**src/hdl/luc_pkg.sv**
```systemverilog
// Shared types, codes and constants for the LRU tag cache with statistics.
package luc_pkg;

  localparam int KEY_W            = 32;
  localparam int OCC_W            = 7;
  localparam int DEFAULT_CAPACITY = 64;

  // Command codes of an input item
  localparam logic CMD_LOOKUP = 1'b0;
  localparam logic CMD_CLEAR  = 1'b1;

  // Contents of one directory slot
  typedef struct packed {
    logic             valid;
    logic [KEY_W-1:0] key;
    logic [KEY_W-1:0] stamp;
    logic [KEY_W-1:0] uses;
  } slot_t;

  typedef enum logic [1:0] {
    ST_IDLE,
    ST_SCAN,
    ST_DONE
  } luc_state_e;

endpackage

```
**src/hdl/lru_tag_cache_with_stats_core.sv**
```systemverilog
// Top level of the fully associative LRU tag cache with hit, miss and eviction statistics.
//
// The directory is a ring of CAPACITY identical cells. A lookup item rotates the ring
// once all the way around: in each cycle the slot in cell 0 passes the head logic, which
// checks it for the key, notes the first free slot and the oldest timestamp (strictly
// smaller wins, so ties go to the lowest slot), refreshes a hit in flight, and hands the
// slot to the last cell. After a full turn every slot is back in place. The insert of
// a miss is parked in a pending write that lands when its slot passes the head during the
// next lookup, so each lookup costs exactly one turn of the ring. A lookup item passes
// through accept, one step per slot and result; a clear item goes straight from accept to
// result and empties all cells at once, keeping the hit, miss and eviction counters. The
// next item is accepted as soon as the result sits in the output register, even while
// that result waits to be taken. evicted_key is zero unless evicted is set; occupancy is
// the low 7 bits of the entry count.
module lru_tag_cache_with_stats_core
  import luc_pkg::*;
#(
  parameter int CAPACITY = DEFAULT_CAPACITY
) (
  input  logic             clk_i,
  input  logic             rst_ni,
  input  logic             in_valid_i,
  output logic             in_ready_o,
  input  logic             command_i,
  input  logic [KEY_W-1:0] lookup_key_i,
  input  logic [KEY_W-1:0] now_tick_i,
  output logic             out_valid_o,
  input  logic             out_ready_i,
  output logic             hit_o,
  output logic             evicted_o,
  output logic [KEY_W-1:0] evicted_key_o,
  output logic [KEY_W-1:0] use_count_o,
  output logic [KEY_W-1:0] hit_count_o,
  output logic [KEY_W-1:0] miss_count_o,
  output logic [KEY_W-1:0] eviction_count_o,
  output logic [OCC_W-1:0] occupancy_o
);

  localparam int IDX_W = $clog2(CAPACITY);
  localparam int CNT_W = $clog2(CAPACITY + 1);
  localparam logic [IDX_W-1:0] LAST_IDX = IDX_W'(CAPACITY - 1);

  luc_state_e state_q, state_d;

  // Ring of cells
  slot_t ring[CAPACITY];
  slot_t head_wb;
  logic  ring_shift;
  logic  ring_clear;

  for (genvar i = 0; i < CAPACITY; i++) begin : g_cell
    slot_t cell_in;
    if (i == CAPACITY - 1) begin : g_tail
      assign cell_in = head_wb;
    end else begin : g_body
      assign cell_in = ring[i+1];
    end
    luc_cell u_cell (
      .clk_i   (clk_i),
      .rst_ni  (rst_ni),
      .shift_i (ring_shift),
      .clear_i (ring_clear),
      .slot_i  (cell_in),
      .slot_o  (ring[i])
    );
  end

  // Item being worked on
  logic             cmd_q;
  logic [KEY_W-1:0] key_q;
  logic [KEY_W-1:0] now_q;
  logic [IDX_W-1:0] step_q;

  // Scan results
  logic             found_q;
  logic [KEY_W-1:0] hit_uses_q;
  logic             free_found_q;
  logic [IDX_W-1:0] free_idx_q;
  logic [KEY_W-1:0] old_stamp_q;
  logic [IDX_W-1:0] old_idx_q;
  logic [KEY_W-1:0] old_key_q;

  // Deferred insert of the last miss
  logic             pend_valid_q;
  logic [IDX_W-1:0] pend_idx_q;
  slot_t            pend_slot_q;

  // Statistics
  logic [CNT_W-1:0] entry_total_q;
  logic [KEY_W-1:0] hits_q, misses_q, evictions_q;

  // Output register
  logic             out_valid_q;
  logic             hit_q, evicted_q;
  logic [KEY_W-1:0] evicted_key_q, use_count_q;
  logic [OCC_W-1:0] occupancy_q;

  // Control
  logic in_accept;
  logic res_load;
  logic scan_last;

  // Head logic
  slot_t eff;
  logic  match;
  logic  take_free;
  logic  take_old;

  // Result of the finished item
  logic             is_clear;
  logic             res_hit, res_miss, res_ev;
  logic [KEY_W-1:0] res_ev_key, res_uses;
  logic [CNT_W-1:0] entry_total_d;
  logic [KEY_W-1:0] hits_d, misses_d, evictions_d;
  logic [IDX_W-1:0] ins_idx;
  logic [KEY_W-1:0] occ_wide;

  assign scan_last = (step_q == LAST_IDX);

  // State register
  always_ff @(posedge clk_i or negedge rst_ni) begin
    if (!rst_ni) begin
      state_q <= ST_IDLE;
    end else begin
      state_q <= state_d;
    end
  end

  // Next state and control
  always_comb begin
    state_d    = state_q;
    in_ready_o = 1'b0;
    ring_shift = 1'b0;
    res_load   = 1'b0;
    case (state_q)
      ST_IDLE: begin
        in_ready_o = 1'b1;
        if (in_valid_i) begin
          state_d = (command_i == CMD_CLEAR) ? ST_DONE : ST_SCAN;
        end
      end
      ST_SCAN: begin
        ring_shift = 1'b1;
        if (scan_last) begin
          state_d = ST_DONE;
        end
      end
      ST_DONE: begin
        // hold until the output register is free
        if (!out_valid_q || out_ready_i) begin
          res_load = 1'b1;
          state_d  = ST_IDLE;
        end
      end
      default: begin
        state_d = ST_IDLE;
      end
    endcase
  end

  assign in_accept  = in_valid_i && in_ready_o;
  assign is_clear   = (cmd_q == CMD_CLEAR);
  assign ring_clear = res_load && is_clear;

  // Head: land a pending insert, then test the slot and refresh it on a hit
  always_comb begin
    eff = ring[0];
    if (pend_valid_q && (pend_idx_q == step_q)) begin
      eff = pend_slot_q;
    end
    match     = eff.valid && (eff.key == key_q);
    take_free = !eff.valid && !free_found_q;
    take_old  = (step_q == '0) || (eff.stamp < old_stamp_q);
    head_wb   = eff;
    if (match) begin
      head_wb.stamp = now_q;
      head_wb.uses  = eff.uses + KEY_W'(1);
    end
  end

  // Result of the finished item
  always_comb begin
    res_hit    = !is_clear && found_q;
    res_miss   = !is_clear && !found_q;
    res_ev     = res_miss && !free_found_q;
    res_ev_key = res_ev ? old_key_q : '0;
    if (is_clear) begin
      res_uses = '0;
    end else if (found_q) begin
      res_uses = hit_uses_q;
    end else begin
      res_uses = KEY_W'(1);
    end
    if (is_clear) begin
      entry_total_d = '0;
    end else if (res_miss && free_found_q) begin
      entry_total_d = entry_total_q + CNT_W'(1);
    end else begin
      entry_total_d = entry_total_q;
    end
    hits_d      = hits_q + KEY_W'(res_hit);
    misses_d    = misses_q + KEY_W'(res_miss);
    evictions_d = evictions_q + KEY_W'(res_ev);
    ins_idx     = free_found_q ? free_idx_q : old_idx_q;
    occ_wide    = KEY_W'(entry_total_d);
  end

  // Item capture and scan bookkeeping
  always_ff @(posedge clk_i) begin
    if (in_accept) begin
      cmd_q <= command_i;
      key_q <= lookup_key_i;
      now_q <= now_tick_i;
    end
    if (state_q == ST_SCAN) begin
      if (match) begin
        hit_uses_q <= head_wb.uses;
      end
      if (take_free) begin
        free_idx_q <= step_q;
      end
      if (take_old) begin
        old_stamp_q <= eff.stamp;
        old_idx_q   <= step_q;
        old_key_q   <= eff.key;
      end
    end
    if (res_load && res_miss) begin
      pend_idx_q        <= ins_idx;
      pend_slot_q.valid <= 1'b1;
      pend_slot_q.key   <= key_q;
      pend_slot_q.stamp <= now_q;
      pend_slot_q.uses  <= KEY_W'(1);
    end
    if (res_load) begin
      hit_q         <= res_hit;
      evicted_q     <= res_ev;
      evicted_key_q <= res_ev_key;
      use_count_q   <= res_uses;
      occupancy_q   <= occ_wide[OCC_W-1:0];
    end
  end

  // Control state
  always_ff @(posedge clk_i or negedge rst_ni) begin
    if (!rst_ni) begin
      step_q        <= '0;
      found_q       <= 1'b0;
      free_found_q  <= 1'b0;
      pend_valid_q  <= 1'b0;
      entry_total_q <= '0;
      hits_q        <= '0;
      misses_q      <= '0;
      evictions_q   <= '0;
      out_valid_q   <= 1'b0;
    end else begin
      if (in_accept) begin
        step_q       <= '0;
        found_q      <= 1'b0;
        free_found_q <= 1'b0;
      end else if (state_q == ST_SCAN) begin
        step_q <= step_q + IDX_W'(1);
        if (match) begin
          found_q <= 1'b1;
        end
        if (take_free) begin
          free_found_q <= 1'b1;
        end
      end
      if (state_q == ST_SCAN && pend_idx_q == step_q) begin
        // the pending insert lands in its slot at this step
        pend_valid_q <= 1'b0;
      end else if (res_load) begin
        pend_valid_q <= res_miss;
      end
      if (res_load) begin
        entry_total_q <= entry_total_d;
        hits_q        <= hits_d;
        misses_q      <= misses_d;
        evictions_q   <= evictions_d;
        out_valid_q   <= 1'b1;
      end else if (out_ready_i) begin
        out_valid_q <= 1'b0;
      end
    end
  end

  assign out_valid_o      = out_valid_q;
  assign hit_o            = hit_q;
  assign evicted_o        = evicted_q;
  assign evicted_key_o    = evicted_key_q;
  assign use_count_o      = use_count_q;
  assign hit_count_o      = hits_q;
  assign miss_count_o     = misses_q;
  assign eviction_count_o = evictions_q;
  assign occupancy_o      = occupancy_q;

  // Entry count never exceeds the ring size
  a_entry_bound: assert property (@(posedge clk_i) disable iff (!rst_ni)
    entry_total_q <= CNT_W'(CAPACITY))
    else $error("entry count above capacity");

  // A parked insert is gone once the scan has passed its slot
  a_pend_idle: assert property (@(posedge clk_i) disable iff (!rst_ni)
    pend_valid_q |-> (state_q != ST_SCAN || step_q <= pend_idx_q))
    else $error("pending insert not landed in its turn");

  // A clear item skips the ring turn
  a_clear_fast: assert property (@(posedge clk_i) disable iff (!rst_ni)
    (in_accept && command_i == CMD_CLEAR) |=> state_q == ST_DONE)
    else $error("clear item did not go straight to result");

  // The last slot of a turn ends the scan
  a_scan_end: assert property (@(posedge clk_i) disable iff (!rst_ni)
    (state_q == ST_SCAN && scan_last) |=> state_q == ST_DONE)
    else $error("scan ran past the last slot");

  // A hit and an eviction never come together
  a_hit_no_evict: assert property (@(posedge clk_i) disable iff (!rst_ni)
    out_valid_q |-> !(hit_q && evicted_q))
    else $error("hit reported with eviction");

endmodule

```
**src/hdl/luc_cell.sv**
```systemverilog
// One slot of the rotating tag ring: holds a slot and hands it to its neighbor.
module luc_cell
  import luc_pkg::*;
(
  input  logic  clk_i,
  input  logic  rst_ni,
  input  logic  shift_i,
  input  logic  clear_i,
  input  slot_t slot_i,
  output slot_t slot_o
);

  logic       valid_q;
  slot_t      data_q;

  // valid is control state; the payload needs no reset
  always_ff @(posedge clk_i or negedge rst_ni) begin
    if (!rst_ni) begin
      valid_q <= 1'b0;
    end else if (clear_i) begin
      valid_q <= 1'b0;
    end else if (shift_i) begin
      valid_q <= slot_i.valid;
    end
  end

  always_ff @(posedge clk_i) begin
    if (shift_i) begin
      data_q <= slot_i;
    end
  end

  always_comb begin
    slot_o       = data_q;
    slot_o.valid = valid_q;
  end

endmodule
```
**config.mk**
```make
export PLATFORM = sky130hd
export DESIGN_NAME = lru_tag_cache_with_stats_core
export DESIGN_NICKNAME = d
export VERILOG_FILES = /design/src/hdl/luc_pkg.sv /design/src/hdl/lru_tag_cache_with_stats_core.sv /design/src/hdl/luc_cell.sv
export SDC_FILE = /design/constraint.sdc
export NUM_CORES = 2
export LEC_CHECK = 0
export BUFFER_PORTS_ARGS = -buffer_cell sky130_fd_sc_hd__buf_2
export CORE_ASPECT_RATIO = 1.1
export CORE_MARGIN = 3
export CORE_UTILIZATION = 61
export DETAILED_ROUTE_END_ITERATION = 16
export HOLD_SLACK_MARGIN = 0.15
export PLACE_DENSITY_LB_ADDON = 0.1
export SETUP_SLACK_MARGIN = 0.2
export SYNTH_ARGS = -nofsm -noshare
export SYNTH_HDL_FRONTEND = slang
export SYNTH_SLANG_ARGS = --single-unit
```
**constraint.sdc**
```tcl
create_clock -name clk_i -period 215.5 [get_ports clk_i]
set_input_delay 0 -clock clk_i [delete_from_list [all_inputs] [get_ports clk_i]]
set_output_delay 0 -clock clk_i [all_outputs]
set_load 0.1 [all_outputs]
```
==> results_tabular.tex <==
\begin{tabular}{lr}
\hline
Metric & Value \\
\hline
\multicolumn{2}{l}{\textbf{GRT}} \\
\quad M1 GR Usage & 27.6\% \\
\quad Global-route wire length before repair & 438,000 µm \\
\quad Total overflow reported by the global router & 0 \\
\quad Gr busiest metal & met1 \\
\quad Routing usage on met2 & 22.3\% \\
\quad Met3 demand-to-capacity share in global routing & 2.86\% \\
\quad Vias in the first global route & 72,300 \\
\quad Maximum number of pins on one net before global-route repair & 209 \\
\quad Initial antenna violation count & 21 \\
\quad GRT Total Usage & 16.4\% \\
\multicolumn{2}{l}{\textbf{Logic synthesis}} \\
\quad Synthesis Warnings & 0 \\
\quad Count of different cell masters after synthesis & 55 \\
\quad Main flop type after synthesis & sky130\_fd\_sc\_hd\_\_edfxtp\_1 \\
\quad Sequential fraction of the synthesis area & 96.3\% \\
\quad Seq cells post-synth & 6,639 \\
\quad Number of instances in the synthesized netlist & 7,849 \\
\quad Netlist area before placement & 206,000 µm² \\
\quad Mean instance size in the synthesized netlist & 26.3 µm² \\
\quad Number of flops mapped to enable cells by yosys & 6,460 \\
\quad Syn nets & 7,959 \\
\quad Post-synth ARST share & 2.70\% \\
\multicolumn{2}{l}{\textbf{Die}} \\
\quad IO Pins & 240 \\
\quad Die outline area & 345,000 µm² \\
\quad Area of the core & 336,000 µm² \\
\quad Die extent in y & 616 µm \\
\quad Initial Util & 61.4\% \\
\quad Die width & 560 µm \\
\quad Number of core rows & 223 \\
\multicolumn{2}{l}{\textbf{Hold path}} \\
\quad Startpoint of the most critical hold path & in\_valid\_i \\
\quad Worst hold-check path type & primary input to flip-flop \\
\quad Cell depth of the worst min-delay path & 4 \\
\quad Worst hold path endpoint & state\_q[0]\$\_DFFE\_PN0P\_ \\
\multicolumn{2}{l}{\textbf{Finish}} \\
\quad Final nets & 8,977 \\
\quad Multi-input combinational cell area & 7240 µm² \\
\quad Layout filler cell count & 19,600 \\
\quad Layout overhead on the synthesized area & 13.9\% \\
\quad Ratio of cells with drive above 1 in the final layout & 13.4\% \\
\quad Most frequent cells in the layout & sky130\_fd\_sc\_hd\_\_edfxtp\_1, sky130\_fd\_sc\_hd\_\_clkbuf\_16, sky130\_fd\_sc\_hd\_\_nand2\_1 \\
\quad Number of cells in the finished layout apart from fillers & 13,900 \\
\quad Most common cell after layout, fill and taps aside & sky130\_fd\_sc\_hd\_\_edfxtp\_1 \\
\quad Storage cell area & 198,000 µm² \\
\multicolumn{2}{l}{\textbf{Setup path}} \\
\quad WS Path Type & flip-flop to flip-flop \\
\quad Critical Path Sink Type & flip-flop \\
\quad Worst path most repeated cell & sky130\_fd\_sc\_hd\_\_buf\_4 \\
\quad RR Startpoint & state\_q[1]\$\_DFFE\_PN0P\_ \\
\quad CP max-delay cell & sky130\_fd\_sc\_hd\_\_buf\_4 \\
\quad Slack of the worst reg-to-reg path & 207,370 ps \\
\quad Longest individual stage delay on the worst path & 890 ps \\
\quad Reg-to-reg critical path endpoint & g\_cell[8].u\_cell.slot\_o[60]\$\_DFFE\_PP\_ \\
\quad Ordered list of cells on the worst path & nand2b\_1, inv\_8, buf\_4, buf\_4, buf\_12, buf\_4, buf\_4, buf\_4, buf\_4 \\
\quad CP max FO & 197 \\
\quad CP Data Required Time & 216,120 ps \\
\quad Origin of the worst setup path & state\_q[1]\$\_DFFE\_PN0P\_ \\
\quad Worst reg-to-reg path cell count & 9 \\
\quad Cell family contributing the most delay on the critical path & buffers and inverters \\
\quad Worst path buffer plus inverter count & 8 \\
\quad Endpoint arrival time on the critical path & 8750 ps \\
\quad Crit start category & flip-flop \\
\multicolumn{2}{l}{\textbf{Timing}} \\
\quad Final min period & 8130 ps \\
\quad Final setup margin & 207,370 ps \\
\quad Number of failing hold endpoints at the final stage & 0 \\
\quad Post-route setup TNS & 0 ps \\
\quad Unrepaired setup endpoints after global routing & no \\
\quad Slew Limit Headroom & 17.0\% \\
\quad Clock Skews & 53.7 ps \\
\quad Slew of the pin with the lowest slew margin & 1250 ps \\
\quad Count of endpoints failing setup in the final report & 0 \\
\quad Max-slew violation count & 0 \\
\quad Max Fclk & 123 MHz \\
\quad Share of the cycle needed by the critical path after routing & 3.77\% \\
\multicolumn{2}{l}{\textbf{Pwr}} \\
\quad Power per Cell Area & 13.9 nW/µm² \\
\quad Total leakage power & 0.0718 µW \\
\quad Max IR drop VDD & 0.0125 mV \\
\multicolumn{2}{l}{\textbf{CTS}} \\
\quad Number of buffers inserted during clock tree synthesis & 614 \\
\quad Later-pin clock latency in the skew report & 1010 ps \\
\quad H-tree depth reported by CTS & 6 \\
\quad Clock transition time at the flip-flop clock pins of the worst setup and hold paths & 60 ps \\
\quad Worst-case clock buffer depth & 4 \\
\quad Clock tree root buffer cell & sky130\_fd\_sc\_hd\_\_clkbuf\_16 \\
\quad \# resized after CTS & 0 \\
\quad CTS tree & done \\
\quad Number of clock sinks & 6,639 \\
\multicolumn{2}{l}{\textbf{Detailed routing}} \\
\quad Overall via count from detail\_route & 73,500 \\
\quad Post-route DRC & 0 \\
\quad Detailed-route wire length per cell & 20.4 µm \\
\quad DRT antenna net count & 0 \\
\quad Number of detailed-routing iterations run before antenna repair & 5 \\
\quad Vias per std cell & 5.30 \\
\quad Wire length reported by the detailed router & 283,000 µm \\
\quad Iteration-0 DRC count of the detailed router & 7,931 \\
\multicolumn{2}{l}{\textbf{Status}} \\
\quad Outcome & complete, no violations \\
\multicolumn{2}{l}{\textbf{Placed design}} \\
\quad Gp weighted congestion & 0.783 \\
\quad Worst slack, placed & 207,180 ps \\
\quad Post-DP HPWL & 144,000 µm \\
\quad Count of placed standard cells including taps & 12,600 \\
\quad Number of I/O port buffers & 239 \\
\multicolumn{2}{l}{\textbf{Run}} \\
\quad Max-capacitance violation count & 0 \\
\hline
\end{tabular}
## worst register-to-register path: cells and delay by family (launching register included)
kind | cells | cell delay, ps
buffers and inverters | 8 | 6720
and+or+nand+nor | 1 | 610
DFF | 1 | 410
## cell usage after synthesis (8+ instances only)
cell type / number / area, µm²
sky130_fd_sc_hd__nand2b_1: 43 / 269
sky130_fd_sc_hd__edfxtp_1: 6460 / 194000
sky130_fd_sc_hd__a21o_1: 14 / 105
sky130_fd_sc_hd__o21ai_0: 24 / 120
sky130_fd_sc_hd__nor3_1: 32 / 160
sky130_fd_sc_hd__and3_1: 32 / 200
sky130_fd_sc_hd__xnor2_1: 95 / 832
sky130_fd_sc_hd__xor2_1: 34 / 298
sky130_fd_sc_hd__nand2_1: 283 / 1060
sky130_fd_sc_hd__dfrtp_1: 179 / 4480
sky130_fd_sc_hd__mux2_4: 29 / 435
sky130_fd_sc_hd__inv_1: 62 / 233
sky130_fd_sc_hd__clkbuf_1: 44 / 165
sky130_fd_sc_hd__mux2i_1: 35 / 350
sky130_fd_sc_hd__and2_1: 68 / 425
sky130_fd_sc_hd__nor2_1: 48 / 180
sky130_fd_sc_hd__nand3_1: 56 / 280
sky130_fd_sc_hd__buf_1: 8 / 30.0
sky130_fd_sc_hd__nand4_1: 38 / 238
sky130_fd_sc_hd__a22o_1: 63 / 552
sky130_fd_sc_hd__nor4_1: 17 / 106
sky130_fd_sc_hd__nor2b_1: 41 / 257
sky130_fd_sc_hd__mux2_2: 19 / 214
sky130_fd_sc_hd__ha_1: 41 / 513
sky130_fd_sc_hd__a21oi_1: 12 / 60.1
## layer usage
layer | vias to the layer above | share of wire, % | routed length (µm)
met1 | 38000 | 49 | 138000
li1 | 33400 | - | -
met3 | 555 | 4.8 | 13700
met5 | - | 0 | 0
met2 | 1576 | 43 | 123000
met4 | 0 | 3.0 | 8530
## sequential cells by signal, indices dropped and copies added (netlist names), 32 cells and up
register               count
evicted_key_o             32
eviction_count_o          32
g_cell.u_cell.slot_o    6144
g_cell.u_cell.valid_q     64
hit_count_o               32
hit_uses_q                32
key_q                     32
miss_count_o              32
now_q                     32
old_key_q                 32
old_stamp_q               32
pend_slot_q               64
use_count_o               32
## per-stage QoR
stage	hold slack [ps]	area [µm²]	total power, µW	util [%]
6_report	253	235000	3260	69.9
5_1_grt	198	235000	3400	69.9
4_1_cts	154	235000	3310	69.9
3_5_place_dp	-57.5	214000	2240	63.6
3_3_place_gp	-61.6	214000	2230	63.6
2_1_floorplan	-296	206000	5820	-
## kinds of logic after synthesis
logic type                 count (synthesis)  synth area share, %
DFF                                     6639                 96.3
and+or+nand+nor                          683                 1.64
AOI/OAI and AO/OA                        146                0.536
xor gates and xnor gates                 129                0.548
buffers and inverters                    124                0.246
muxes                                     87                0.507
adders and majority gates                 41                0.249
## repair_timing
| action | in CTS | in global routing |
|---|---|---|
| setup buffers | 0 | 0 |
| hold buffers | 139 | 0 |
| endpoints found under the hold margin | 331 | 0 |
## where the power goes
group,internal (µW),total (µW),switching [µW]
Sequential,1860,1940,77.7
Clock,601,1050,449
Combinational,22.2,269,247
## how the worst max path moves through the flow
stage | to | cells after the start
final | g_cell[8].u_cell.slot_o[60]$_DFFE_PP_ | 9
after global routing | g_cell[19].u_cell.slot_o[57]$_DFFE_PP_ | 9
after CTS | g_cell[44].u_cell.slot_o[35]$_DFFE_PP_ | 9
after detailed placement | g_cell[5].u_cell.slot_o[58]$_DFFE_PP_ | 9
after global placement | g_cell[44].u_cell.slot_o[35]$_DFFE_PP_ | 9
after floorplan | old_idx_q[0]$_DFFE_PP_ | 6
## area by class of cell
type                    count  area share (%)
diodes                      7         0.00746
clock buffers             761            6.91
clock inverters           348            1.53
inverters                  63           0.106
multi-input cells        1086            3.08
flip-flops and latches   6639            84.5
well taps                4500            2.40
repair buffers            463            1.43
Note: power is estimated with default switching activity, not from simulation.
